--- src/hw/rtl/bdct_pkg.sv ---
package bdct_pkg;

  typedef enum logic [1:0] {
    PH_IDLE   = 2'd0,
    PH_PREP   = 2'd1,
    PH_SETTLE = 2'd2,
    PH_LOAD   = 2'd3
  } phase_t;

  localparam logic CMD_START = 1'b0;
  localparam logic CMD_POLL  = 1'b1;

  localparam int CFG_IDX_W  = 3;
  localparam int CFG_DATA_W = 20;

  localparam logic [CFG_IDX_W-1:0] REG_END_V   = 3'd0;
  localparam logic [CFG_IDX_W-1:0] REG_MIN_CAP = 3'd1;
  localparam logic [CFG_IDX_W-1:0] REG_SETTLE  = 3'd2;
  localparam logic [CFG_IDX_W-1:0] REG_FULL_V  = 3'd3;
  localparam logic [CFG_IDX_W-1:0] REG_EMPTY_V = 3'd4;
  localparam logic [CFG_IDX_W-1:0] REG_FLOOR_V = 3'd5;

  localparam logic [15:0] RST_END_V   = 16'd20000;
  localparam logic [19:0] RST_MIN_CAP = 20'd0;
  localparam logic [19:0] RST_SETTLE  = 20'd30000;
  localparam logic [15:0] RST_FULL_V  = 16'd28800;
  localparam logic [15:0] RST_EMPTY_V = 16'd21000;
  localparam logic [15:0] RST_FLOOR_V = 16'd20000;

  localparam logic [15:0] MS_PER_S      = 16'd1000;
  localparam logic [31:0] SEC_PER_HOUR  = 32'd3600;
  // ceil(2^38 / 1000): whole seconds are the top bits of the 61-bit product
  localparam logic [28:0] SEC_RECIP     = 29'd274877907;
  localparam int          ITER_W        = 7;
  localparam logic [ITER_W-1:0] EST_ITERS  = 7'd64;

  localparam logic [47:0] CHARGE_MAX = 48'hFFFF_FFFF_FFFF;
  localparam logic [62:0] ENERGY_MAX = 63'h7FFF_FFFF_FFFF_FFFF;

  typedef struct packed {
    logic   latch_in;
    logic   clear;
    logic   capture;
    logic   div_time;
    logic   mul_q;
    logic   acc_q;
    logic   acc_e;
    logic   mul_n;
    logic   div_est;
    logic   est_write;
    logic   est_invalid;
    logic   check_end;
    logic   out_load;
    phase_t phase;
    logic   apply_load;
    logic   done;
  } dp_cmd_t;

  typedef struct packed {
    logic start_cmd;
    logic ready;
    logic settle_over;
    logic drop_pos;
    logic volt_low;
    logic div_busy;
  } dp_stat_t;

endpackage

--- src/hw/rtl/bdct_ctrl.sv ---
module bdct_ctrl (
  input  logic                clk,
  input  logic                rst_n,
  input  logic                in_valid,
  output logic                in_stall,
  output logic                out_valid,
  input  logic                out_stall,
  output bdct_pkg::dp_cmd_t   cmd_o,
  input  bdct_pkg::dp_stat_t  stat_i
);
  import bdct_pkg::*;

  typedef enum logic [3:0] {
    S_IDLE,
    S_EXEC,
    S_SECS,
    S_MUL_Q,
    S_ACC_Q,
    S_ACC_E,
    S_MUL_N,
    S_CHK,
    S_DIV_E,
    S_END,
    S_OUT
  } state_t;

  state_t state_r, state_nxt;
  phase_t phase_r, phase_nxt;
  logic   load_r, load_nxt;
  logic   done_r, done_nxt;
  logic   out_valid_r, out_valid_nxt;

  always_comb begin
    state_nxt     = state_r;
    phase_nxt     = phase_r;
    load_nxt      = load_r;
    done_nxt      = done_r;
    out_valid_nxt = out_valid_r & out_stall;
    cmd_o            = '0;
    cmd_o.phase      = phase_r;
    cmd_o.apply_load = load_r;
    cmd_o.done       = done_r;
    unique case (state_r)
      S_IDLE: begin
        if (in_valid) begin
          cmd_o.latch_in = 1'b1;
          state_nxt      = S_EXEC;
        end
      end
      S_EXEC: begin
        load_nxt  = 1'b0;
        done_nxt  = 1'b0;
        state_nxt = S_OUT;
        priority if (stat_i.start_cmd) begin
          cmd_o.clear = 1'b1;
          phase_nxt   = PH_PREP;
        end else if (phase_r == PH_PREP) begin
          load_nxt  = 1'b1;
          phase_nxt = PH_SETTLE;
        end else if (phase_r == PH_SETTLE) begin
          if (stat_i.settle_over) begin
            cmd_o.capture = 1'b1;
            phase_nxt     = PH_LOAD;
          end
        end else if (phase_r == PH_LOAD && stat_i.ready) begin
          cmd_o.div_time = 1'b1;
          state_nxt      = S_SECS;
        end else begin
          state_nxt = S_OUT;
        end
      end
      S_SECS: begin
        state_nxt = S_MUL_Q;
      end
      S_MUL_Q: begin
        cmd_o.mul_q = 1'b1;
        state_nxt   = S_ACC_Q;
      end
      S_ACC_Q: begin
        cmd_o.acc_q = 1'b1;
        state_nxt   = S_ACC_E;
      end
      S_ACC_E: begin
        cmd_o.acc_e = 1'b1;
        state_nxt   = S_MUL_N;
      end
      S_MUL_N: begin
        cmd_o.mul_n = 1'b1;
        state_nxt   = S_CHK;
      end
      S_CHK: begin
        if (stat_i.drop_pos) begin
          cmd_o.div_est = 1'b1;
          state_nxt     = S_DIV_E;
        end else begin
          cmd_o.est_invalid = 1'b1;
          state_nxt         = S_END;
        end
      end
      S_DIV_E: begin
        if (!stat_i.div_busy) begin
          cmd_o.est_write = 1'b1;
          state_nxt       = S_END;
        end
      end
      S_END: begin
        if (stat_i.volt_low) begin
          cmd_o.check_end = 1'b1;
          phase_nxt       = PH_IDLE;
          done_nxt        = 1'b1;
        end
        state_nxt = S_OUT;
      end
      S_OUT: begin
        if (!out_valid_r || !out_stall) begin
          cmd_o.out_load = 1'b1;
          out_valid_nxt  = 1'b1;
          state_nxt      = S_IDLE;
        end
      end
      default: state_nxt = S_IDLE;
    endcase
  end

  always_ff @(posedge clk) begin
    if (!rst_n) begin
      state_r     <= S_IDLE;
      phase_r     <= PH_IDLE;
      load_r      <= 1'b0;
      done_r      <= 1'b0;
      out_valid_r <= 1'b0;
    end else begin
      state_r     <= state_nxt;
      phase_r     <= phase_nxt;
      load_r      <= load_nxt;
      done_r      <= done_nxt;
      out_valid_r <= out_valid_nxt;
    end
  end

  assign in_stall  = (state_r != S_IDLE);
  assign out_valid = out_valid_r;

endmodule
--- config.mk ---
export PLATFORM = sky130hd
export DESIGN_NAME = bdct_ctrl
export DESIGN_NICKNAME = d
export VERILOG_FILES = /design/src/hw/rtl/bdct_pkg.sv /design/src/hw/rtl/bdct_ctrl.sv
export SDC_FILE = /design/constraint.sdc
export NUM_CORES = 1
export LEC_CHECK = 0
export BUFFER_PORTS_ARGS = -buffer_cell sky130_fd_sc_hd__clkbuf_2
export CORE_AREA = 8 8 45 47
export CTS_CLUSTER_SIZE = 30
export DETAILED_ROUTE_END_ITERATION = 7
export DIE_AREA = 0 0 53 55
export PLACE_DENSITY = 0.76
export SYNTH_ARGS = -nofsm -noshare
export SYNTH_HDL_FRONTEND = slang
export SYNTH_SLANG_ARGS = --single-unit
--- constraint.sdc ---
create_clock -name clk -period 2.19 [get_ports clk]
set_input_delay 0.438 -clock clk [delete_from_list [all_inputs] [get_ports clk]]
set_output_delay 0.438 -clock clk [all_outputs]
set_load 0.02 [all_outputs]
==> results.sh <==
export IMPL_fin_crit_ns=2.07
export IMPL_crit_path_cell_trace="buf_4 > or3b_2 > a21oi_1 > clkbuf_2"
export IMPL_end_kind="primary output"
export IMPL_finalNonFillerCells=115
export IMPL_cts_setup_buffers=0
export IMPL_tightest_slew_ns=0.442
export IMPL_synth_area_top_cells="dfxtp_1 32%, nor4b_1 6.2%, nand2_1 4.6%"
export IMPL_yosysUniqueCellTypes=33
export IMPL_cts_sinks=9
export IMPL_fmax_ghz=0.483
export IMPL_ys_async_sr_fraction_pct=0
export IMPL_diodes=0
export IMPL_p_leak_nw=0.329
export IMPL_place_congestion=0.828
export IMPL_wl_met1_microns=608
export IMPL_cts_resized=1
export IMPL_crit_arrival_ns=1.63
export IMPL_synth_edf_count=0
export IMPL_holdPathEnd="done_r$_SDFFE_PN0P_"
export IMPL_grt_pass1_vias=518
export IMPL_peakVddDrop_mv=0.416
export IMPL_avgRoutedWirePerCell_microns=13.2
export IMPL_hold_buffers=0
export IMPL_ys_seq_area_share_pct=31.6
export IMPL_cts_path_max_buffers=2
export IMPL_finalSetupViolations=0
export IMPL_pin_count=29
export IMPL_critPathMaxFanout=10
export IMPL_wl_microns=1520
export IMPL_drtIter0Drc=29
export IMPL_post_route_period_util_pct=94.5
export IMPL_yosysMostFrequentCell="dfxtp_1"
export IMPL_fin_nets=110
export IMPL_syn_to_final_growth_pct=31.9
export IMPL_synth_flop_cell="dfxtp_1"
export IMPL_syn_mean_instance_area_sq_um=8.02
export IMPL_die_w_microns=53
export IMPL_path_buf_inv=2
export IMPL_crit_type="reg -> out"
export IMPL_synth_top_cell_by_area="dfxtp_1"
export IMPL_rsz0062_at_grt="false"
export IMPL_dr_total_vias=640
export IMPL_grt_usage_pct=9.90
export IMPL_initial_core_util_pct=41.1
export IMPL_dr_wl_met3_microns=111
export IMPL_grt_first_pass_wirelength_microns=2220
export IMPL_ff2ff_setup_slack_ns=0.59
export IMPL_syn_cell_area_sq_um=569
export IMPL_die_area_sq_um=2920
export IMPL_hpwl_microns=1150
export IMPL_worstPathRequired_ns=1.75
export IMPL_r2r_start="state_r[0]$_SDFFE_PN0P_"
export IMPL_fin_skew_ns=0.00127
export IMPL_fin_setup_tns_ns=0
export IMPL_hold_path_class="in -> reg"
export IMPL_maxCapViolCount=0
export IMPL_cpPeakStageDelay_ns=0.49
export IMPL_min_from="rst_n"
export IMPL_root_buffer="clkbuf_4"
export IMPL_synthCells=71
export IMPL_reg2reg_depth=3
export IMPL_outcome="finished clean"
export IMPL_synth_seq_cells=9
export IMPL_yosysWarnings=0
export IMPL_clkLatencyLatePin_ns=0.26
export IMPL_ant_nets=0
export IMPL_netlist_area_leader_share_pct=31.6
export IMPL_die_h_microns=55
export IMPL_grt_overflow_total=0
export IMPL_crit_family="simple AND/OR/NAND/NOR gates"
export IMPL_first_pass_iters=4
export IMPL_drc=0
export IMPL_maxSlewViolCount=0
export IMPL_max_slew_margin_rel_pct=70.3
export IMPL_grt_max_degree=18
export IMPL_cts_tree="yes"
export IMPL_synthesis_nets=81
export IMPL_numPortBuffers=28
export IMPL_routed_top_layer="met3"
export IMPL_rr_endpoint="load_r$_SDFFE_PN0P_"
export IMPL_clk_pin_slew_worst_paths_ns=0.06
export IMPL_fillers=142
export IMPL_htreeDepth=1
export IMPL_placed_cells=111
export IMPL_slowest_stage="or3b_2"
export IMPL_wl_met2_microns=800
export IMPL_core_area_sq_um=1380
export IMPL_synth_commonest_cells="9 x dfxtp_1, 7 x nand2_1, 4 x a21oi_1, 4 x clkbuf_1, 4 x nor4b_1"
export IMPL_cts_made_buffers=3
export IMPL_viasPerCell=5.57
export IMPL_start_kind="flop"
export IMPL_power_density_nw_per_um2=792
export IMPL_num_rows=14
export IMPL_finalHoldViolations=0
export IMPL_holdPathStages=2
export IMPL_antenna_found_initial=0
export IMPL_drive_above_1_share_pct=39.4
-- metrics by stage --
step / utilization, % / total power [mW] / setup WS, ns / hold slack [ns] / area (sq um)
final: 54.2 / 0.595 / 0.120 / 0.429 / 751
after global routing: 54.2 / 0.637 / 0.0428 / 0.425 / 751
after CTS: 54.0 / 0.595 / 0.0187 / 0.427 / 747
after detailed placement: 51.6 / 0.465 / 0.189 / 0.451 / 714
after global placement: 51.6 / 0.460 / 0.318 / 0.442 / 714
after floorplan: - / 0.394 / 0.326 / 0.432 / 569
-- routing by layer --
layer / up-vias / GRT usage (%)
li1: 325 / -
met1: 292 / 11.3
met2: 23 / 16.2
met3: 0 / 4.81
met4: 0 / 2.59
met5: - / 0
-- power breakdown --
| group | internal (mW) | switching, mW | total (mW) | leakage [nW] |
|---|---|---|---|---|
| combinational | 0.101 | 0.126 | 0.227 | 0.239 |
| clock | 0.0700 | 0.0549 | 0.125 | 0.0150 |
| sequential | 0.189 | 0.0531 | 0.243 | 0.0743 |
-- placed cells by master (no fill, tap or decap), types with 3 or more instances in the layout --
cell and count:
a21oi_1 4, clkbuf_4 3, nand2_1 7, nor3_1 3
nor2_1 3, clkbuf_2 27, inv_1 3, dfxtp_1 6
o21ai_0 3, nor4b_1 3, dfxtp_2 3
-- final cells by class --
cell class	instances	area, sq um	share of cell area (%)
flip-flops and latches	9	184	24.5
well taps	16	20.0	2.67
clock buffers	4	26.3	3.50
multi-input cells	53	354	47.2
repair buffers	30	155	20.7
inverters	3	11.3	1.50
-- flip-flops by register name, summed over array words and instances (netlist names) --
register / cells
done_r: 1
load_r: 1
out_valid: 1
phase_r: 2
state_r: 4
-- worst max path at each step --
stage / start / endpoint / slack (ns) / cells past startpoint
after detailed placement: state_r[0]$_SDFFE_PN0P_ / cmd_o[14] / 0.19 / 3
after global routing: state_r[2]$_SDFFE_PN0P_ / cmd_o[4] / 0.04 / 4
after CTS: state_r[1]$_SDFFE_PN0P_ / cmd_o[4] / 0.02 / 3
after global placement: state_r[0]$_SDFFE_PN0P_ / cmd_o[14] / 0.32 / 3
final: state_r[2]$_SDFFE_PN0P_ / cmd_o[4] / 0.12 / 4
after floorplan: state_r[2]$_SDFFE_PN0P_ / cmd_o[10] / 0.33 / 2
-- worst register-to-register path, delay by kind of cell, from the launching register on --
| kind | cells | cell delay [ns] |
|---|---|---|
| AOI/OAI and AO/OA | 1 | 0.14 |
| DFF | 1 | 0.45 |
| and+or+nand+nor | 2 | 0.94 |
-- cell families after synthesis --
| logic type | share of synthesized area, % |
|---|---|
| xor gates and xnor gates | 1.54 |
| buffers and inverters | 7.25 |
| and+or+nand+nor | 40.4 |
| DFF | 31.6 |
| AOI/OAI and AO/OA | 19.1 |
Power figures use the tool's default switching activity.
